### config.mk
export PLATFORM = sky130hd
export DESIGN_NAME = spring_force_accumulator_core
export DESIGN_NICKNAME = d
export VERILOG_FILES = /design/src/sfa_pkg.sv /design/src/sfa_datapath.sv /design/src/sfa_ctrl.sv /design/src/spring_force_accumulator_core.sv
export SDC_FILE = /design/constraint.sdc
export NUM_CORES = 2
export LEC_CHECK = 0
export ABC_AREA = 1
export BUFFER_PORTS_ARGS = -buffer_cell sky130_fd_sc_hd__clkbuf_2
export CORE_MARGIN = 5
export CORE_UTILIZATION = 30
export CTS_BUF_LIST = sky130_fd_sc_hd__clkbuf_2
export DETAILED_ROUTE_END_ITERATION = 12
export PLACE_DENSITY = 0.41
export SYNTH_ARGS = -nofsm -noshare
export SYNTH_HDL_FRONTEND = slang
export SYNTH_SLANG_ARGS = --single-unit
### constraint.sdc
create_clock -name clk -period 15.11 [get_ports clk]
set_input_delay 2.2665 -clock clk [delete_from_list [all_inputs] [get_ports clk]]
set_output_delay 2.2665 -clock clk [all_outputs]
set_load 0.02 [all_outputs]
### src/sfa_pkg.sv
// Shared types, codes and defaults for the spring force accumulator.
package sfa_pkg;

  localparam int DATA_WIDTH_DEF = 32;
  localparam int FRAC_BITS_DEF  = 16;

  localparam logic [1:0] OP_START  = 2'd0;
  localparam logic [1:0] OP_SPRING = 2'd1;
  localparam logic [1:0] OP_FINISH = 2'd2;

  typedef enum logic [3:0] {
    ST_IDLE,
    ST_SQ_MUL,
    ST_SQ_WB,
    ST_SQRT,
    ST_CHK,
    ST_DIV,
    ST_SC_MUL,
    ST_SC_WB,
    ST_ST_MUL,
    ST_ST_WB,
    ST_DP_MUL,
    ST_DP_WB,
    ST_AC_MUL,
    ST_AC_WB
  } state_t;

  typedef enum logic [2:0] {
    MOP_SQ,
    MOP_SCALE,
    MOP_ST,
    MOP_DAMP,
    MOP_ACC
  } mop_t;

  typedef struct packed {
    logic load_start;
    logic load_spring;
    logic out_load;
    logic idx_clr;
    logic idx_inc;
    logic mul_en;
    logic wb_en;
    mop_t mop;
    logic sqrt_en;
    logic chk;
    logic div_en;
  } cmd_t;

  typedef struct packed {
    logic mul_done;
    logic idx_last;
    logic cnt_last;
    logic norm_zero;
    logic has_st;
  } sts_t;

endpackage

### src/sfa_datapath.sv
// Datapath: particle state, shared two-pass multiplier, square root, divider, accumulators.
module sfa_datapath #(
  parameter int DATA_WIDTH = sfa_pkg::DATA_WIDTH_DEF,
  parameter int FRAC_BITS  = sfa_pkg::FRAC_BITS_DEF
) (
  input  logic                         clk,
  input  logic                         rst_n,
  input  sfa_pkg::cmd_t                cmd,
  output sfa_pkg::sts_t                sts,
  input  logic signed [DATA_WIDTH-1:0] pos_x,
  input  logic signed [DATA_WIDTH-1:0] pos_y,
  input  logic signed [DATA_WIDTH-1:0] pos_z,
  input  logic signed [DATA_WIDTH-1:0] vel_x,
  input  logic signed [DATA_WIDTH-1:0] vel_y,
  input  logic signed [DATA_WIDTH-1:0] vel_z,
  input  logic        [DATA_WIDTH-2:0] rest_length,
  input  logic signed [DATA_WIDTH-1:0] stiffness,
  input  logic signed [DATA_WIDTH-1:0] damping,
  input  logic        [DATA_WIDTH-2:0] inv_mass,
  output logic signed [DATA_WIDTH-1:0] accel_x,
  output logic signed [DATA_WIDTH-1:0] accel_y,
  output logic signed [DATA_WIDTH-1:0] accel_z,
  output logic                         degenerate
);
  import sfa_pkg::*;

  localparam int W    = DATA_WIDTH;
  localparam int F    = FRAC_BITS;
  localparam int H    = W / 2;
  localparam int HB   = W - H;
  localparam int PW   = W + HB;
  localparam int NB   = W - 1 + F;
  localparam int SW   = 2 * W + 2;
  localparam int CMAX = (NB > W + 1) ? NB : W + 1;
  localparam int CW   = $clog2(CMAX + 1);

  localparam logic [CW-1:0] SQRT_STEPS = CW'(W + 1);
  localparam logic [CW-1:0] DIV_STEPS  = CW'(NB);
  localparam logic signed [W-1:0] SMAX = {1'b0, {(W-1){1'b1}}};
  localparam logic signed [W-1:0] SMIN = {1'b1, {(W-1){1'b0}}};
  localparam logic [2*W-1:0] LIM_N = (2*W)'(1) << (W - 1);
  localparam logic [2*W-1:0] LIM_P = LIM_N - (2*W)'(1);
  localparam logic [W:0]     ONE_FX = (W+1)'(1) << F;

  logic signed [W-1:0] own_pos_r [3];
  logic signed [W-1:0] own_vel_r [3];
  logic signed [W-1:0] acc_r [3];
  logic        [W-2:0] invm_r;
  logic                deg_r;
  logic signed [W:0]   d_r [3];
  logic signed [W:0]   dv_r [3];
  logic signed [W-1:0] k_r, c_r, scale_r, st_r, force_r;
  logic        [W-2:0] len_r;
  logic [SW-1:0]       s_r;
  logic [W+1:0]        rem_r;
  logic [W:0]          root_r;
  logic [NB-1:0]       num_r, q_r;
  logic [CW-1:0]       cnt_r;
  logic [1:0]          idx_r;
  logic                mph_r, neg_r, has_st_r;
  logic [2*W-1:0]      prod_r;
  logic signed [W-1:0] out_x_r, out_y_r, out_z_r;
  logic                out_deg_r;

  logic signed [W-1:0] pos_in [3];
  logic signed [W-1:0] vel_in [3];

  assign pos_in[0] = pos_x;
  assign pos_in[1] = pos_y;
  assign pos_in[2] = pos_z;
  assign vel_in[0] = vel_x;
  assign vel_in[1] = vel_y;
  assign vel_in[2] = vel_z;

  function automatic logic signed [W-1:0] sat_add(input logic signed [W-1:0] a,
                                                  input logic signed [W-1:0] b);
    logic signed [W:0] s;
    s = {a[W-1], a} + {b[W-1], b};
    if (s[W] != s[W-1]) begin
      return s[W] ? SMIN : SMAX;
    end
    return s[W-1:0];
  endfunction

  // Quotient saturates to the largest positive word.
  logic          q_ovf;
  logic [W-2:0]  ratio;
  logic [W:0]    one_minus;

  assign q_ovf     = |q_r[NB-1:W-1];
  assign ratio     = q_ovf ? {(W-1){1'b1}} : q_r[W-2:0];
  assign one_minus = ONE_FX - {2'b00, ratio};

  // Operand selection for the shared multiplier.
  logic signed [W:0] op_a, op_b, a_neg, b_neg;
  logic [W-1:0]      a_mag, b_mag;
  logic [HB-1:0]     b_part;
  logic [PW-1:0]     part;
  logic [2*W-1:0]    prod_nxt;

  always_comb begin
    case (cmd.mop)
      MOP_SQ: begin
        op_a = d_r[idx_r];
        op_b = d_r[idx_r];
      end
      MOP_SCALE: begin
        op_a = one_minus;
        op_b = {k_r[W-1], k_r};
      end
      MOP_ST: begin
        op_a = d_r[idx_r];
        op_b = {scale_r[W-1], scale_r};
      end
      MOP_DAMP: begin
        op_a = dv_r[idx_r];
        op_b = {c_r[W-1], c_r};
      end
      MOP_ACC: begin
        op_a = {force_r[W-1], force_r};
        op_b = {2'b00, invm_r};
      end
      default: begin
        op_a = d_r[idx_r];
        op_b = d_r[idx_r];
      end
    endcase
  end

  assign a_neg  = -op_a;
  assign b_neg  = -op_b;
  assign a_mag  = op_a[W] ? a_neg[W-1:0] : op_a[W-1:0];
  assign b_mag  = op_b[W] ? b_neg[W-1:0] : op_b[W-1:0];
  assign b_part = mph_r ? b_mag[W-1:H] : HB'(b_mag[H-1:0]);
  assign part   = PW'(a_mag) * PW'(b_part);
  assign prod_nxt = mph_r ? prod_r + ((2*W)'(part) << H) : (2*W)'(part);

  // Product scaled back by the fraction bits and saturated to a word.
  logic [2*W-1:0]      psh;
  logic [W-1:0]        psh_neg;
  logic signed [W-1:0] fxr;

  assign psh     = prod_r >> F;
  assign psh_neg = ~psh[W-1:0] + 1'b1;

  always_comb begin
    if (neg_r) begin
      fxr = (psh > LIM_N) ? SMIN : psh_neg;
    end else begin
      fxr = (psh > LIM_P) ? SMAX : psh[W-1:0];
    end
  end

  // One result bit of the square root per step.
  logic [W+3:0] sq_rem2, sq_trial, sq_diff;
  logic         sq_ge;

  assign sq_rem2  = {rem_r, s_r[SW-1:SW-2]};
  assign sq_trial = {1'b0, root_r, 2'b01};
  assign sq_ge    = sq_rem2 >= sq_trial;
  assign sq_diff  = sq_rem2 - sq_trial;

  // One quotient bit of the restoring divider per step.
  logic [W+1:0] dv_rem2, dv_den, dv_diff;
  logic         dv_ge;

  assign dv_rem2 = {rem_r[W:0], num_r[NB-1]};
  assign dv_den  = {1'b0, root_r};
  assign dv_ge   = dv_rem2 >= dv_den;
  assign dv_diff = dv_rem2 - dv_den;

  always_ff @(posedge clk) begin
    if (!rst_n) begin
      for (int i = 0; i < 3; i++) begin
        own_pos_r[i] <= '0;
        own_vel_r[i] <= '0;
        acc_r[i]     <= '0;
      end
      invm_r <= '0;
      deg_r  <= 1'b0;
      mph_r  <= 1'b0;
      idx_r  <= '0;
    end else begin
      if (cmd.load_start) begin
        for (int i = 0; i < 3; i++) begin
          own_pos_r[i] <= pos_in[i];
          own_vel_r[i] <= vel_in[i];
          acc_r[i]     <= '0;
        end
        invm_r <= inv_mass;
        deg_r  <= 1'b0;
      end
      if (cmd.idx_clr) begin
        idx_r <= '0;
      end else if (cmd.idx_inc) begin
        idx_r <= idx_r + 2'd1;
      end
      mph_r <= cmd.mul_en ? ~mph_r : 1'b0;
      if (cmd.chk && root_r == '0) begin
        deg_r <= 1'b1;
      end
      if (cmd.wb_en && cmd.mop == MOP_ACC) begin
        acc_r[idx_r] <= sat_add(acc_r[idx_r], fxr);
      end
    end
  end

  always_ff @(posedge clk) begin
    if (cmd.load_spring) begin
      for (int i = 0; i < 3; i++) begin
        d_r[i]  <= {pos_in[i][W-1], pos_in[i]} - {own_pos_r[i][W-1], own_pos_r[i]};
        dv_r[i] <= {vel_in[i][W-1], vel_in[i]} - {own_vel_r[i][W-1], own_vel_r[i]};
      end
      k_r   <= stiffness;
      c_r   <= damping;
      len_r <= rest_length;
      s_r   <= '0;
    end
    if (cmd.mul_en) begin
      prod_r <= prod_nxt;
      if (!mph_r) begin
        neg_r <= op_a[W] ^ op_b[W];
      end
    end
    if (cmd.wb_en) begin
      case (cmd.mop)
        MOP_SQ: begin
          s_r    <= s_r + SW'(prod_r);
          rem_r  <= '0;
          root_r <= '0;
          cnt_r  <= SQRT_STEPS;
        end
        MOP_SCALE: scale_r <= fxr;
        MOP_ST:    st_r    <= fxr;
        MOP_DAMP:  force_r <= sat_add(st_r, fxr);
        default: ;
      endcase
    end
    if (cmd.sqrt_en) begin
      s_r    <= s_r << 2;
      rem_r  <= sq_ge ? sq_diff[W+1:0] : sq_rem2[W+1:0];
      root_r <= {root_r[W-1:0], sq_ge};
      cnt_r  <= cnt_r - 1'b1;
    end
    if (cmd.chk) begin
      rem_r    <= '0;
      num_r    <= {len_r, {F{1'b0}}};
      cnt_r    <= DIV_STEPS;
      has_st_r <= root_r != '0;
      if (root_r == '0) begin
        st_r <= '0;
      end
    end
    if (cmd.div_en) begin
      rem_r <= dv_ge ? dv_diff : dv_rem2;
      q_r   <= {q_r[NB-2:0], dv_ge};
      num_r <= num_r << 1;
      cnt_r <= cnt_r - 1'b1;
    end
    if (cmd.out_load) begin
      out_x_r   <= acc_r[0];
      out_y_r   <= acc_r[1];
      out_z_r   <= acc_r[2];
      out_deg_r <= deg_r;
    end
  end

  assign sts.mul_done  = cmd.mul_en & mph_r;
  assign sts.idx_last  = idx_r == 2'd2;
  assign sts.cnt_last  = cnt_r == CW'(1);
  assign sts.norm_zero = root_r == '0;
  assign sts.has_st    = has_st_r;

  assign accel_x    = out_x_r;
  assign accel_y    = out_y_r;
  assign accel_z    = out_z_r;
  assign degenerate = out_deg_r;

endmodule

### src/sfa_ctrl.sv
// Controller state machine that sequences the datapath for each item.
module sfa_ctrl (
  input  logic            clk,
  input  logic            rst_n,
  input  logic            in_tvalid,
  input  logic [1:0]      in_op,
  input  logic            in_active,
  output logic            in_tready,
  output logic            out_tvalid,
  input  logic            out_tready,
  output sfa_pkg::cmd_t   cmd,
  input  sfa_pkg::sts_t   sts,
  output sfa_pkg::state_t state
);
  import sfa_pkg::*;

  state_t state_r, state_nxt;
  logic   out_valid_r, out_valid_nxt;
  logic   rdy;

  // Besides waiting for idle, a finish waits only while the previous result is still held.
  assign rdy       = !(in_op == OP_FINISH && out_valid_r && !out_tready);
  assign in_tready = (state_r == ST_IDLE) && rdy;

  always_comb begin
    state_nxt = state_r;
    case (state_r)
      ST_IDLE: begin
        if (in_tvalid && rdy && in_op == OP_SPRING && in_active) begin
          state_nxt = ST_SQ_MUL;
        end
      end
      ST_SQ_MUL: if (sts.mul_done) state_nxt = ST_SQ_WB;
      ST_SQ_WB:  state_nxt = sts.idx_last ? ST_SQRT : ST_SQ_MUL;
      ST_SQRT:   if (sts.cnt_last) state_nxt = ST_CHK;
      ST_CHK:    state_nxt = sts.norm_zero ? ST_DP_MUL : ST_DIV;
      ST_DIV:    if (sts.cnt_last) state_nxt = ST_SC_MUL;
      ST_SC_MUL: if (sts.mul_done) state_nxt = ST_SC_WB;
      ST_SC_WB:  state_nxt = ST_ST_MUL;
      ST_ST_MUL: if (sts.mul_done) state_nxt = ST_ST_WB;
      ST_ST_WB:  state_nxt = ST_DP_MUL;
      ST_DP_MUL: if (sts.mul_done) state_nxt = ST_DP_WB;
      ST_DP_WB:  state_nxt = ST_AC_MUL;
      ST_AC_MUL: if (sts.mul_done) state_nxt = ST_AC_WB;
      ST_AC_WB: begin
        if (sts.idx_last) begin
          state_nxt = ST_IDLE;
        end else begin
          state_nxt = sts.has_st ? ST_ST_MUL : ST_DP_MUL;
        end
      end
      default: state_nxt = ST_IDLE;
    endcase
  end

  always_comb begin
    cmd     = '0;
    cmd.mop = MOP_SQ;
    case (state_r)
      ST_IDLE: begin
        if (in_tvalid && rdy) begin
          case (in_op)
            OP_START:  cmd.load_start = 1'b1;
            OP_SPRING: begin
              cmd.load_spring = in_active;
              cmd.idx_clr     = in_active;
            end
            OP_FINISH: cmd.out_load = 1'b1;
            default: ;
          endcase
        end
      end
      ST_SQ_MUL: cmd.mul_en = 1'b1;
      ST_SQ_WB: begin
        cmd.wb_en   = 1'b1;
        cmd.idx_clr = sts.idx_last;
        cmd.idx_inc = !sts.idx_last;
      end
      ST_SQRT: cmd.sqrt_en = 1'b1;
      ST_CHK:  cmd.chk     = 1'b1;
      ST_DIV:  cmd.div_en  = 1'b1;
      ST_SC_MUL: begin
        cmd.mul_en = 1'b1;
        cmd.mop    = MOP_SCALE;
      end
      ST_SC_WB: begin
        cmd.wb_en = 1'b1;
        cmd.mop   = MOP_SCALE;
      end
      ST_ST_MUL: begin
        cmd.mul_en = 1'b1;
        cmd.mop    = MOP_ST;
      end
      ST_ST_WB: begin
        cmd.wb_en = 1'b1;
        cmd.mop   = MOP_ST;
      end
      ST_DP_MUL: begin
        cmd.mul_en = 1'b1;
        cmd.mop    = MOP_DAMP;
      end
      ST_DP_WB: begin
        cmd.wb_en = 1'b1;
        cmd.mop   = MOP_DAMP;
      end
      ST_AC_MUL: begin
        cmd.mul_en = 1'b1;
        cmd.mop    = MOP_ACC;
      end
      ST_AC_WB: begin
        cmd.wb_en   = 1'b1;
        cmd.mop     = MOP_ACC;
        cmd.idx_inc = !sts.idx_last;
      end
      default: ;
    endcase
  end

  assign out_valid_nxt = cmd.out_load ? 1'b1 : (out_tready ? 1'b0 : out_valid_r);

  always_ff @(posedge clk) begin
    if (!rst_n) begin
      state_r     <= ST_IDLE;
      out_valid_r <= 1'b0;
    end else begin
      state_r     <= state_nxt;
      out_valid_r <= out_valid_nxt;
    end
  end

  assign out_tvalid = out_valid_r;
  assign state      = state_r;

endmodule

### src/spring_force_accumulator_core.sv
// Start, finish, inactive spring and unused codes are handled in the idle state; a finish
// shows its result in the register after the transfer. An active spring keeps the block busy
// through the one-bit-per-cycle square root, the restoring divider and thirteen two-pass
// multiplies. A spring whose particles coincide skips the divider, scale and stretch multiplies
// and is flagged degenerate. No new item is taken until the block is back in idle.
// Reset clears all particle state and accumulators to zero.
module spring_force_accumulator_core #(
  parameter int  DATA_WIDTH = sfa_pkg::DATA_WIDTH_DEF,
  parameter int  FRAC_BITS  = sfa_pkg::FRAC_BITS_DEF,
  localparam int IN_W  = ((10 * DATA_WIDTH - 1 + 7) / 8) * 8,
  localparam int OUT_W = ((3 * DATA_WIDTH + 1 + 7) / 8) * 8
) (
  input  logic             clk,
  input  logic             rst_n,
  input  logic             in_tvalid,
  output logic             in_tready,
  // pos_x, pos_y, pos_z, vel_x, vel_y, vel_z, rest_length, stiffness, damping,
  // spring_active, inv_mass
  input  logic [IN_W-1:0]  in_tdata,
  // operation
  input  logic [1:0]       in_tuser,
  output logic             out_tvalid,
  input  logic             out_tready,
  // accel_x, accel_y, accel_z, degenerate
  output logic [OUT_W-1:0] out_tdata
);
  import sfa_pkg::*;

  localparam int W = DATA_WIDTH;

  cmd_t   cmd;
  sts_t   sts;
  state_t state;

  logic signed [W-1:0] accel_x, accel_y, accel_z;
  logic                degenerate;
  logic                spring_active;

  assign spring_active = in_tdata[9*W-1];

  sfa_ctrl u_ctrl (
    .clk        (clk),
    .rst_n      (rst_n),
    .in_tvalid  (in_tvalid),
    .in_op      (in_tuser),
    .in_active  (spring_active),
    .in_tready  (in_tready),
    .out_tvalid (out_tvalid),
    .out_tready (out_tready),
    .cmd        (cmd),
    .sts        (sts),
    .state      (state)
  );

  sfa_datapath #(
    .DATA_WIDTH (DATA_WIDTH),
    .FRAC_BITS  (FRAC_BITS)
  ) u_datapath (
    .clk         (clk),
    .rst_n       (rst_n),
    .cmd         (cmd),
    .sts         (sts),
    .pos_x       (in_tdata[W-1:0]),
    .pos_y       (in_tdata[2*W-1:W]),
    .pos_z       (in_tdata[3*W-1:2*W]),
    .vel_x       (in_tdata[4*W-1:3*W]),
    .vel_y       (in_tdata[5*W-1:4*W]),
    .vel_z       (in_tdata[6*W-1:5*W]),
    .rest_length (in_tdata[7*W-2:6*W]),
    .stiffness   (in_tdata[8*W-2:7*W-1]),
    .damping     (in_tdata[9*W-2:8*W-1]),
    .inv_mass    (in_tdata[10*W-2:9*W]),
    .accel_x     (accel_x),
    .accel_y     (accel_y),
    .accel_z     (accel_z),
    .degenerate  (degenerate)
  );

  assign out_tdata = OUT_W'({degenerate, accel_z, accel_y, accel_x});

  a_busy_not_ready: assert property (@(posedge clk) disable iff (!rst_n)
    (state != ST_IDLE) |-> !in_tready)
    else $error("input taken while a spring is in progress");

  a_finish_result: assert property (@(posedge clk) disable iff (!rst_n)
    (in_tvalid && in_tready && in_tuser == OP_FINISH) |=> out_tvalid)
    else $error("finish transfer produced no result");

  a_spring_starts: assert property (@(posedge clk) disable iff (!rst_n)
    (in_tvalid && in_tready && in_tuser == OP_SPRING && spring_active) |=>
    (state == ST_SQ_MUL))
    else $error("active spring did not start the sequence");

  a_mul_two_pass: assert property (@(posedge clk) disable iff (!rst_n)
    (cmd.mul_en && !sts.mul_done) |=> (cmd.mul_en && sts.mul_done))
    else $error("multiply did not finish on its second pass");

endmodule
==> impl_metrics.json <==
{
  "hpwl_um": 273200,
  "clock_skew_ns": 0.2861,
  "finalSetupViolations": 0,
  "die_y_um": 556.1,
  "cp_num_buf_inv": 9,
  "grtUsageMet3": 0.03127,
  "ys_seq_area_frac": 0.3640,
  "fin_ws_ns": 1.789,
  "remaining_drc_errors": 0,
  "numCtsBuffers": 336,
  "synth.largest_area_cell": "edfxtp_1",
  "slew_viol_final": 0,
  "drtIter0Drc": 5603,
  "wl_um": 349700,
  "crit_fanout": 28,
  "ys_async_sr_fraction": 0,
  "ys_warn_count": 0,
  "syn_to_final_growth_pct": 11.02,
  "tightest_slew_ns": 1.283,
  "critical_path.most_common_cell": "nand2_1",
  "rsz0062_at_grt": "false",
  "crit_family": "adder cells",
  "slew_headroom": 0.1358,
  "place_ws_ns": 2.048,
  "cts.sinks": 1131,
  "grt_pass1_wl_um": 512000,
  "fp.dieW_um": 556.1,
  "grt_use_met2": 0.3599,
  "synth.top_cell.area_share": 0.3326,
  "place_congestion": 0.9366,
  "cts_resized": 0,
  "tns_ns": 0,
  "synth_seq_cells": 1131,
  "critPathSlowestCell": "inv_1",
  "die_area_sq_um": 309200,
  "nNetsFinal": 12800,
  "synth.distinct_cells": 73,
  "synth_common_cells": "1843 x inv_1, 1825 x nand2_1, 1415 x nor2_1, 991 x edfxtp_1, 827 x a21oi_1",
  "path_class": "reg2reg",
  "start_util": 0.3012,
  "avgSynthCellArea_sq_um": 8.206,
  "post_cts_buffers": 0,
  "synth_most_common_cell": "inv_1",
  "status": "complete, no violations",
  "worstPathRequired_ns": 16.71,
  "top_usage_layer": "met2",
  "finalWorstPathRequiredPeriod_ns": 13.32,
  "design_area_sq_um": 99330,
  "rows": 200,
  "cts-hold-fix-buffers": 0,
  "routedWlPerCell_um": 22.29,
  "hold_viol_final": 0,
  "cts_root_buf": "clkbuf_2",
  "netlist_instances": 10900,
  "cts_tree": "done",
  "synth_area_leaders": "edfxtp_1 33%, fa_1 9.6%, ha_1 7.9%, inv_1 7.7%, nand2_1 7.7%",
  "nFillCells": 31830,
  "grt_pass1_vias": 78070,
  "grt_use_total": 0.2196,
  "htree_levels": 5,
  "port_buffers": 423,
  "hold_path.class": "reg2reg",
  "met1_usage": 0.2961,
  "clock_latency_ns": 1.89,
  "drv_cap": 0,
  "clock.fmax_ghz": 0.07507,
  "start_kind": "flop",
  "whs_ns": 0.3393,
  "dr.pass1.iters": 7,
  "grt_antenna_before_repair": 32,
  "vias_per_cell": 4.951,
  "critPathArrivalTime_ns": 14.92,
  "period_share": 0.8816,
  "postRouteAntennaNets": 0,
  "drive_gt1_frac": 0.1110,
  "synth_flop_cell": "edfxtp_1",
  "grt_max_degree": 160,
  "clkSlewWorstSetupHoldPaths_ns": 0.11,
  "max_stage_delay_ns": 0.87,
  "grt_overflow_total": 0,
  "core_area_sq_um": 297000,
  "cp-end-kind": "flop",
  "io_pins": 432,
  "clockBufferDepth": 4,
  "synth_enable_flop_cells": 991,
  "placed_cell_area_sq_um": 96150,
  "synth_area_sq_um": 89470,
  "vias": 77680
}
[cell type report]
class,instances,area [sq um],area share
Antenna cell,13,32.53,0.0003275
Clock buffer,493,2467,0.02484
Timing Repair Buffer,540,3020,0.03041
Tap cell,3939,4928,0.04962
Inverter,1880,7072,0.07120
Sequential cell,1131,32570,0.3279
Multi-Input combinational cell,7587,48560,0.4889
Clock inverter,106,670.6,0.006752
[flip-flops by register name, indices dropped and copies added (netlist names), 33 cells and up, named ones only]
register	count
out_tdata	96
u_datapath.acc_r	128
u_datapath.d_r	99
u_datapath.dv_r	99
u_datapath.own_pos_r	96
u_datapath.own_vel_r	96
u_datapath.prod_r	64
u_datapath.q_r	47
u_datapath.rem_r	34
u_datapath.root_r	33
u_datapath.s_r	66
[layout by cell type, fill, tap and decap left out, types with 16 or more instances in the layout]
master and instances:
o21bai_1 35, nor2_1 1404, nor2_4 18, fa_1 429, o2111ai_1 17, nand4_1 75, nor2_2 23, a21o_1 38
clkinv_2 24, o21a_1 53, o31ai_1 25, nand2_2 36, a31oi_1 165, a221oi_1 27, inv_1 1837, a21oi_1 825
edfxtp_1 991, nor4_1 46, a22oi_1 36, buf_4 115, or2_2 37, clkinv_1 59, dfxtp_1 137, a21boi_0 60
o21ai_0 688, o211ai_1 54, o22ai_1 43, ha_1 568, xor2_1 283, o21ai_1 21, a2111oi_0 21, xnor2_1 160
clkbuf_2 916, nand2_1 1823, inv_2 42, nand3b_1 22, nand3_1 364, a211oi_1 16, nor3_1 71
[layer usage]
layer | up-vias | wire length (um)
li1 | 37270 | -
met1 | 37730 | 157600
met2 | 2151 | 161300
met3 | 510 | 17830
met4 | 16 | 12900
met5 | - | 110
[path summary, 6_finish.rpt]
kind	start	end	slack, ns	cells past startpoint
min reg2reg	u_datapath.acc_r[1][30]	out_tdata[62]	0.34	0
max	u_ctrl.state[1]	u_datapath.prod_r[61]	1.79	49
min	u_datapath.acc_r[1][30]	out_tdata[62]	0.34	0
max reg2reg	u_ctrl.state[1]	u_datapath.prod_r[61]	1.79	49
[kinds of logic after synthesis]
kind of cell | synth area share
buffers and inverters | 0.09497
DFF | 0.3640
xor gates and xnor gates | 0.04356
and+or+nand+nor | 0.1841
adders and majority gates | 0.1754
AOI/OAI and AO/OA | 0.1379
other | 0.00004192
[stage by stage]
stage	util	std cells
after floorplan	-	10910
after global placement	0.3237	15080
after detailed placement	0.3237	15080
after CTS	0.3343	15680
after global routing	0.3343	15680
final	0.3344	15690
Power is left out: the tool's default activity adds up to more than one toggle a clock period on the data nets, which glitch-free logic cannot reach.
